File: src/hw/rtl/assert_macros.svh
// Assertion macros shared by the RTL of the dual-axis PID controller.
// Depends on nothing; the including module provides aclk and aresetn.
`ifndef ASSERT_MACROS_SVH
`define ASSERT_MACROS_SVH

// Check a property at every clock edge outside reset.
`define ASSERT_CLK(label, prop, msg) \
    label: assert property (@(posedge aclk) disable iff (!aresetn) (prop)) else $error(msg);

// Check a property at every clock edge, reset included.
`define ASSERT_ALWAYS(label, prop, msg) \
    label: assert property (@(posedge aclk) (prop)) else $error(msg);

`endif

File: src/hw/rtl/dpc_pkg.sv
// Types and constants of the dual-axis PID controller.
// Used by dpc_loop and dual_axis_pid_controller_unit; depends on nothing.
package dpc_pkg;

    localparam int ERR_W  = 16;
    localparam int GAIN_W = 10;
    localparam int DUTY_W = 10;
    localparam int INC_W  = GAIN_W + 1 + ERR_W;
    localparam int DER_W  = GAIN_W + 1 + ERR_W + 1;
    localparam int PROD_W = DER_W + 2;
    localparam int ACC_W  = 32;
    localparam int IDX_W  = 3;
    localparam int ADDR_W = IDX_W + 2;
    localparam int DATA_W = 32;

    typedef logic signed [ERR_W-1:0]  err_t;
    typedef logic        [GAIN_W-1:0] gain_t;
    typedef logic        [DUTY_W-1:0] duty_t;
    typedef logic signed [INC_W-1:0]  inc_t;
    typedef logic signed [DER_W-1:0]  der_t;
    typedef logic signed [PROD_W-1:0] prod_t;
    typedef logic signed [ACC_W-1:0]  acc_t;

    typedef enum logic [IDX_W-1:0] {
        REG_ALT_PROP = 3'd0,
        REG_ALT_INT  = 3'd1,
        REG_YAW_PROP = 3'd2,
        REG_YAW_INT  = 3'd3,
        REG_YAW_DIFF = 3'd4,
        REG_CEILING  = 3'd5,
        REG_FLOOR    = 3'd6
    } reg_idx_t;

    localparam duty_t CEILING_RST = 10'd98;
    localparam duty_t FLOOR_RST   = 10'd2;

    typedef struct packed {
        logic  step;
        duty_t ceiling;
        duty_t floor;
    } loop_ctl_t;

endpackage

File: src/hw/rtl/dpc_loop.sv
// Clamp and conditional integration of one control loop, with its integral register.
// Depends on dpc_pkg.
module dpc_loop
    import dpc_pkg::*;
(
    input  logic      aclk,
    input  logic      aresetn,
    input  loop_ctl_t ctl,
    input  prod_t     gain_sum,
    input  inc_t      inc,
    output duty_t     duty
);

    acc_t acc_reg;
    acc_t acc_next;

    logic signed [ACC_W:0] total;
    logic signed [ACC_W:0] ceil_ext;
    logic signed [ACC_W:0] floor_ext;
    logic                  above;
    logic                  below;

    // The accumulator holds the integral divided by the scale, so the sum needs no divide.
    assign total     = (ACC_W+1)'(acc_reg) + (ACC_W+1)'(gain_sum);
    assign ceil_ext  = $signed({{(ACC_W+1-DUTY_W){1'b0}}, ctl.ceiling});
    assign floor_ext = $signed({{(ACC_W+1-DUTY_W){1'b0}}, ctl.floor});
    assign above     = total > ceil_ext;
    assign below     = total < floor_ext;

    always_comb begin
        acc_next = acc_reg;
        if (above) begin
            duty = ctl.ceiling;
        end else if (below) begin
            duty = ctl.floor;
        end else begin
            duty     = total[DUTY_W-1:0];
            acc_next = acc_reg + ACC_W'(inc);
        end
    end

    always_ff @(posedge aclk) begin
        if (!aresetn) begin
            acc_reg <= '0;
        end else if (ctl.step) begin
            acc_reg <= acc_next;
        end
    end

endmodule

File: src/hw/rtl/dual_axis_pid_controller_unit.sv
// Top level of the dual-axis PID controller: APB registers, stream pipeline, two loops.
// Depends on dpc_pkg, dpc_loop and assert_macros.svh.
//
// Each input transaction on s_axis is one control tick: altitude error, yaw error
// and yaw enable. Each tick yields exactly one output transaction on m_axis with
// the clamped altitude duty, the yaw duty and a flag saying whether yaw ran.
// Altitude runs a PI loop; yaw a PID loop whose derivative uses the error of the
// previous enabled tick. With yaw disabled its state holds and yaw duty reads 0.
// The pipeline has three registers: input, gain products, result. While m_axis
// does not stall, one tick is taken per cycle; the result stage computes the
// integral update combinationally and registers it together with the result.
// When m_axis stalls, the result register holds and earlier stages keep filling
// until all three are occupied, then s_axis_tready drops.
// Reset clears the integrals, the stored yaw error, all valid flags and the
// registers (gains 0, ceiling 98, floor 2). Write registers through APB only
// while no transaction is in flight.
`include "assert_macros.svh"

module dual_axis_pid_controller_unit
    import dpc_pkg::*;
(
    input  logic              aclk,
    input  logic              aresetn,
    input  logic              psel,
    input  logic              penable,
    input  logic              pwrite,
    input  logic [ADDR_W-1:0] paddr,
    input  logic [DATA_W-1:0] pwdata,
    output logic [DATA_W-1:0] prdata,
    output logic              pready,
    input  logic              s_axis_tvalid,
    output logic              s_axis_tready,
    input  logic [31:0]       s_axis_tdata,  // altitude_error[15:0], yaw_error[31:16]
    input  logic [0:0]        s_axis_tuser,  // yaw_enable[0]
    output logic              m_axis_tvalid,
    input  logic              m_axis_tready,
    output logic [23:0]       m_axis_tdata,  // altitude_duty[9:0], yaw_duty[19:10], zeros
    output logic [0:0]        m_axis_tuser   // yaw_updated[0]
);

    gain_t alt_prop_reg, alt_int_reg, yaw_prop_reg, yaw_int_reg, yaw_diff_reg;
    duty_t ceiling_reg, floor_reg;

    logic     cfg_wr;
    reg_idx_t cfg_idx;

    assign pready  = 1'b1;
    assign cfg_wr  = psel && penable && pwrite && pready;
    assign cfg_idx = reg_idx_t'(paddr[ADDR_W-1:2]);

    always_ff @(posedge aclk) begin
        if (!aresetn) begin
            alt_prop_reg <= '0;
            alt_int_reg  <= '0;
            yaw_prop_reg <= '0;
            yaw_int_reg  <= '0;
            yaw_diff_reg <= '0;
            ceiling_reg  <= CEILING_RST;
            floor_reg    <= FLOOR_RST;
        end else if (cfg_wr) begin
            case (cfg_idx)
                REG_ALT_PROP: alt_prop_reg <= pwdata[GAIN_W-1:0];
                REG_ALT_INT:  alt_int_reg  <= pwdata[GAIN_W-1:0];
                REG_YAW_PROP: yaw_prop_reg <= pwdata[GAIN_W-1:0];
                REG_YAW_INT:  yaw_int_reg  <= pwdata[GAIN_W-1:0];
                REG_YAW_DIFF: yaw_diff_reg <= pwdata[GAIN_W-1:0];
                REG_CEILING:  ceiling_reg  <= pwdata[DUTY_W-1:0];
                REG_FLOOR:    floor_reg    <= pwdata[DUTY_W-1:0];
                default: ;
            endcase
        end
    end

    always_comb begin
        case (cfg_idx)
            REG_ALT_PROP: prdata = DATA_W'(alt_prop_reg);
            REG_ALT_INT:  prdata = DATA_W'(alt_int_reg);
            REG_YAW_PROP: prdata = DATA_W'(yaw_prop_reg);
            REG_YAW_INT:  prdata = DATA_W'(yaw_int_reg);
            REG_YAW_DIFF: prdata = DATA_W'(yaw_diff_reg);
            REG_CEILING:  prdata = DATA_W'(ceiling_reg);
            REG_FLOOR:    prdata = DATA_W'(floor_reg);
            default:      prdata = '0;
        endcase
    end

    // Pipeline flow control
    logic in_valid_reg, prod_valid_reg, out_valid_reg;
    logic out_free, prod_move, prod_free, in_move, in_take;

    assign out_free      = !out_valid_reg || m_axis_tready;
    assign prod_move     = prod_valid_reg && out_free;
    assign prod_free     = !prod_valid_reg || out_free;
    assign in_move       = in_valid_reg && prod_free;
    assign s_axis_tready = !in_valid_reg || prod_free;
    assign in_take       = s_axis_tvalid && s_axis_tready;

    // Input stage
    err_t alt_err_reg, yaw_err_reg;
    logic yaw_en_in_reg;

    always_ff @(posedge aclk) begin
        if (!aresetn) begin
            in_valid_reg <= 1'b0;
        end else if (s_axis_tready) begin
            in_valid_reg <= s_axis_tvalid;
        end
    end

    always_ff @(posedge aclk) begin
        if (in_take) begin
            alt_err_reg   <= s_axis_tdata[ERR_W-1:0];
            yaw_err_reg   <= s_axis_tdata[2*ERR_W-1:ERR_W];
            yaw_en_in_reg <= s_axis_tuser[0];
        end
    end

    // Product stage
    err_t  last_yaw_err_reg;
    logic  last_err_load;
    inc_t  alt_p_prod, alt_i_prod, yaw_p_prod, yaw_i_prod;
    logic signed [ERR_W:0] yaw_delta;
    der_t  yaw_d_prod;
    prod_t alt_sum_next, yaw_sum_next;
    prod_t alt_sum_reg, yaw_sum_reg;
    inc_t  alt_inc_reg, yaw_inc_reg;
    logic  yaw_en_prod_reg;

    assign alt_p_prod = $signed({1'b0, alt_prop_reg}) * alt_err_reg;
    assign alt_i_prod = $signed({1'b0, alt_int_reg}) * alt_err_reg;
    assign yaw_p_prod = $signed({1'b0, yaw_prop_reg}) * yaw_err_reg;
    assign yaw_i_prod = $signed({1'b0, yaw_int_reg}) * yaw_err_reg;
    assign yaw_delta  = (ERR_W+1)'(yaw_err_reg) - (ERR_W+1)'(last_yaw_err_reg);
    assign yaw_d_prod = $signed({1'b0, yaw_diff_reg}) * yaw_delta;

    assign alt_sum_next = PROD_W'(alt_p_prod) + PROD_W'(alt_i_prod);
    assign yaw_sum_next = PROD_W'(yaw_p_prod) + PROD_W'(yaw_i_prod) + PROD_W'(yaw_d_prod);

    assign last_err_load = in_move && yaw_en_in_reg;

    always_ff @(posedge aclk) begin
        if (!aresetn) begin
            prod_valid_reg   <= 1'b0;
            last_yaw_err_reg <= '0;
        end else begin
            if (prod_free) begin
                prod_valid_reg <= in_valid_reg;
            end
            if (last_err_load) begin
                last_yaw_err_reg <= yaw_err_reg;
            end
        end
    end

    always_ff @(posedge aclk) begin
        if (in_move) begin
            alt_sum_reg     <= alt_sum_next;
            alt_inc_reg     <= alt_i_prod;
            yaw_sum_reg     <= yaw_sum_next;
            yaw_inc_reg     <= yaw_i_prod;
            yaw_en_prod_reg <= yaw_en_in_reg;
        end
    end

    // Result stage
    loop_ctl_t alt_ctl, yaw_ctl;
    duty_t     alt_duty, yaw_duty;
    duty_t     alt_duty_reg, yaw_duty_reg;
    logic      yaw_upd_reg;

    assign alt_ctl = '{step: prod_move, ceiling: ceiling_reg, floor: floor_reg};
    assign yaw_ctl = '{step: prod_move && yaw_en_prod_reg, ceiling: ceiling_reg,
                       floor: floor_reg};

    dpc_loop u_alt_loop (
        .aclk     (aclk),
        .aresetn  (aresetn),
        .ctl      (alt_ctl),
        .gain_sum (alt_sum_reg),
        .inc      (alt_inc_reg),
        .duty     (alt_duty)
    );

    dpc_loop u_yaw_loop (
        .aclk     (aclk),
        .aresetn  (aresetn),
        .ctl      (yaw_ctl),
        .gain_sum (yaw_sum_reg),
        .inc      (yaw_inc_reg),
        .duty     (yaw_duty)
    );

    always_ff @(posedge aclk) begin
        if (!aresetn) begin
            out_valid_reg <= 1'b0;
        end else if (out_free) begin
            out_valid_reg <= prod_valid_reg;
        end
    end

    always_ff @(posedge aclk) begin
        if (prod_move) begin
            alt_duty_reg <= alt_duty;
            yaw_duty_reg <= yaw_en_prod_reg ? yaw_duty : '0;
            yaw_upd_reg  <= yaw_en_prod_reg;
        end
    end

    assign m_axis_tvalid = out_valid_reg;
    assign m_axis_tdata  = {4'b0, yaw_duty_reg, alt_duty_reg};
    assign m_axis_tuser  = yaw_upd_reg;

    `ASSERT_CLK(a_idle_ready, !out_valid_reg |-> s_axis_tready, "input stalled while empty")
    `ASSERT_CLK(a_yaw_zero, (out_valid_reg && !yaw_upd_reg) |-> yaw_duty_reg == '0, "yaw duty set")
    `ASSERT_CLK(a_last_err_hold, !last_err_load |=> $stable(last_yaw_err_reg), "yaw error moved")

endmodule
File: config.mk
export PLATFORM = sky130hd
export DESIGN_NAME = dual_axis_pid_controller_unit
export DESIGN_NICKNAME = d
export VERILOG_FILES = /design/src/hw/rtl/dpc_pkg.sv /design/src/hw/rtl/dpc_loop.sv /design/src/hw/rtl/dual_axis_pid_controller_unit.sv
export VERILOG_INCLUDE_DIRS = /design/src /design/src/hw/rtl
export SDC_FILE = /design/constraint.sdc
export NUM_CORES = 2
export LEC_CHECK = 0
export BUFFER_PORTS_ARGS = -buffer_cell sky130_fd_sc_hd__buf_2
export CORE_AREA = 2 2 314 316
export CTS_BUF_LIST = sky130_fd_sc_hd__clkbuf_8
export CTS_CLUSTER_SIZE = 24
export DETAILED_ROUTE_END_ITERATION = 12
export DIE_AREA = 0 0 316 318
export PLACE_DENSITY = 0.66
export SKIP_LAST_GASP = 1
export SLEW_MARGIN = 20
export SYNTH_ARGS = -nofsm -noshare
export SYNTH_HDL_FRONTEND = slang
export SYNTH_SLANG_ARGS = --single-unit
File: constraint.sdc
create_clock -name aclk -period 12.6 [get_ports aclk]
set_input_delay 2.52 -clock aclk [delete_from_list [all_inputs] [get_ports aclk]]
set_output_delay 2.52 -clock aclk [all_outputs]
set_load 0.03 [all_outputs]
==> out/metrics.yaml <==
hold_buffers: 0
cpPeakStageDelay_ns: 0.97
cts_made_buffers: 67
startpoint_type: "flop"
async_reset_ff_share_pct: 0
cp_slowest_cell: "edfxtp_1"
via_per_inst: 5.473
synthTopCellsByArea: "fa_1, ha_1, edfxtp_1, inv_1, dfxtp_1"
syn_avg_cell_area_sq_um: 9.301
dp_hpwl_mm: 104.1
synth-edff-count: 166
yosys_register_bits: 319
clk_latency_ns: 0.69
cts_tree: "done"
clockBufferDepth: 3
ios: 137
period_needed_ns: 10.77
crit_required_ns: 13.01
drt.antenna.violating_nets: 0
cp-end-kind: "flop"
synth_top_area_share_pct: 32.20
die_w_microns: 316
yosysMostFrequentCell: "inv_1"
layout.nets: 6969
ys_types: 89
hold_path_class: "reg2reg"
cp_max_fo: 22
vias: 37870
portBuffers: 85
finalHoldViolations: 0
leakage_nw: 25.96
grt_max_degree: 85
peakVddDrop_v: 0.00009232
maxSlewHeadroom_pct: 21.81
fin_skew_ns: 0.04254
synth_top_area_cell: "fa_1"
drt_iter0_drc: 2508
rsz0062_at_grt: "false"
maxCapViolations: 0
cts_setup_buffers: 0
final_core_util_pct: 56.46
die_height_microns: 318
wl_per_cell_microns: 18.58
synth_flop_cell: "edfxtp_1"
totalWireLength_mm: 128.6
cts_num_sinks: 319
status: "complete, no violations"
cts_root_buffer: "clkbuf_8"
maxSlewViolCount: 0
htree_num_levels: 3
ys_warn_count: 0
crit_type: "reg2reg"
min_period_over_period_pct: 85.44
core_area_sq_um: 97410
syn_to_final_growth_pct: 5.552
grt_pass1_vias: 38990
syn_inst: 5602
clock.fmax_mhz: 92.89
synth.cell_area_sq_um: 52100
cts_resized: 0
drive_gt1_share_pct: 5.116
antenna_found_initial: 9
die_area_sq_um: 100500
crit_top_cell: "fa_1"
place.gp.congestion: 0.8974
setup_viol: 0
yosys-top-cells-count: "inv_1, fa_1, nand2_1"
grt_first_pass_wirelength_mm: 209.1
hold-worst-slack_ns: 0.4631
grt_remaining_overflow: 0
drc: 0
max_slew.worst_pin.slew_ns: 1.169
ys_seq_area_share_pct: 15.45
rows: 115
power.density_nw_per_um2: 53.88
clk_pin_slew_ns: 0.06
grt_usage_pct: 26.45
fin_setup_tns_ns: 0
initial_utilization_pct: 53.49
drtPass1Iterations: 6
arrival_ns: 11.18
[worst paths after layout]
check	from	end	slack [ns]	cells past startpoint
setup / recovery	yaw_err_reg[6]	yaw_sum_reg[28]	1.83	30
hold / removal	last_yaw_err_reg[3]	last_yaw_err_reg[3]	0.46	2
setup reg to reg	yaw_err_reg[6]	yaw_sum_reg[28]	1.83	30
hold reg to reg	last_yaw_err_reg[3]	last_yaw_err_reg[3]	0.46	2
[worst max-delay path: cells and delay by family, from the launching register on]
kind | cells | cell delay, ns
flops | 1 | 0.97
buf+inv | 7 | 0.46
fa+ha+maj | 10 | 4.65
compound gates | 9 | 3.30
simple gates | 2 | 0.39
xor+xnor | 2 | 0.70
[cell usage in the layout (no fill, tap or decap), types with 12 or more instances in the layout]
cell      netlist  routed
nand3_1        67      67
clkbuf_8        0      71
o211ai_1       28      28
a31oi_1        23      22
o31ai_1        14      14
nand4_1        28      28
nor3_1         55      55
and2_1        361     360
a21boi_0       30      30
dfxtp_1       153     153
o221ai_1       15      15
inv_1        1054    1070
a21oi_1       158     157
buf_4          28      38
o21ai_0       134     134
nand2b_1       52      52
a211oi_1       28      28
or2_2          18      18
o21a_1         36      36
ha_1          479     479
buf_2           4      84
fa_1          838     838
conb_1          2      27
nor2b_1       167     166
mux2i_1       130     130
nor2_1        144     141
clkinv_2        0      12
edfxtp_1      166     166
xnor2_1       158     157
a21o_1         99      99
or4_1          12      12
and3_1         31      31
xor2_1         59      59
o21bai_1       25      25
nand2_1       607     607
or3_1          15      15
[cells by family after synthesis]
family / Yosys count / synth area share (%)
multiplexers: 145 / 2.908
flip-flops: 319 / 15.45
adder cells (fa/ha/maj): 1317 / 43.70
buffers and inverters: 1297 / 9.598
AND/OR/NAND/NOR: 1588 / 15.34
XOR/XNOR: 217 / 3.648
AO/OA/AOI/OAI: 717 / 9.349
other: 2 / 0.01441
[power by group]
group          switching (W)  internal, W
Clock               0.000518     0.000716
Sequential         0.0000636      0.00113
Combinational       0.000353     0.000181
Total               0.000934      0.00203
[area by class of cell]
type | instances | area, sq um
diodes | 4 | 10.01
clock buffers | 71 | 977.2
clock inverters | 52 | 495.5
fillers | 8721 | 42420
inverters | 1054 | 3956
multi-input cells | 4011 | 39190
flip-flops and latches | 319 | 8048
well taps | 1287 | 1610
repair buffers | 122 | 705.7
[through the flow]
step | std cells | area, sq um | power [W] | setup slack (ns)
2_1_floorplan | 5627 | 52200 | 0.001560 | 3.550
3_3_place_gp | 6793 | 53490 | 0.001728 | 1.948
3_5_place_dp | 6793 | 53490 | 0.001741 | 1.983
4_1_cts | 6916 | 54970 | 0.002992 | 1.916
5_1_grt | 6918 | 54990 | 0.003109 | 1.233
6_report | 6920 | 55000 | 0.002963 | 1.834
[routing by layer]
layer / track usage, % / vias to the layer above / part of all wire, %
met3: 5.230 / 166 / 7.8
met2: 39.01 / 1081 / 42
met5: 0 / - / 0.016
met4: 5.698 / 4 / 1.8
met1: 40.16 / 18910 / 48
li1: - / 17710 / -
Note: power is estimated with default switching activity, not from simulation.
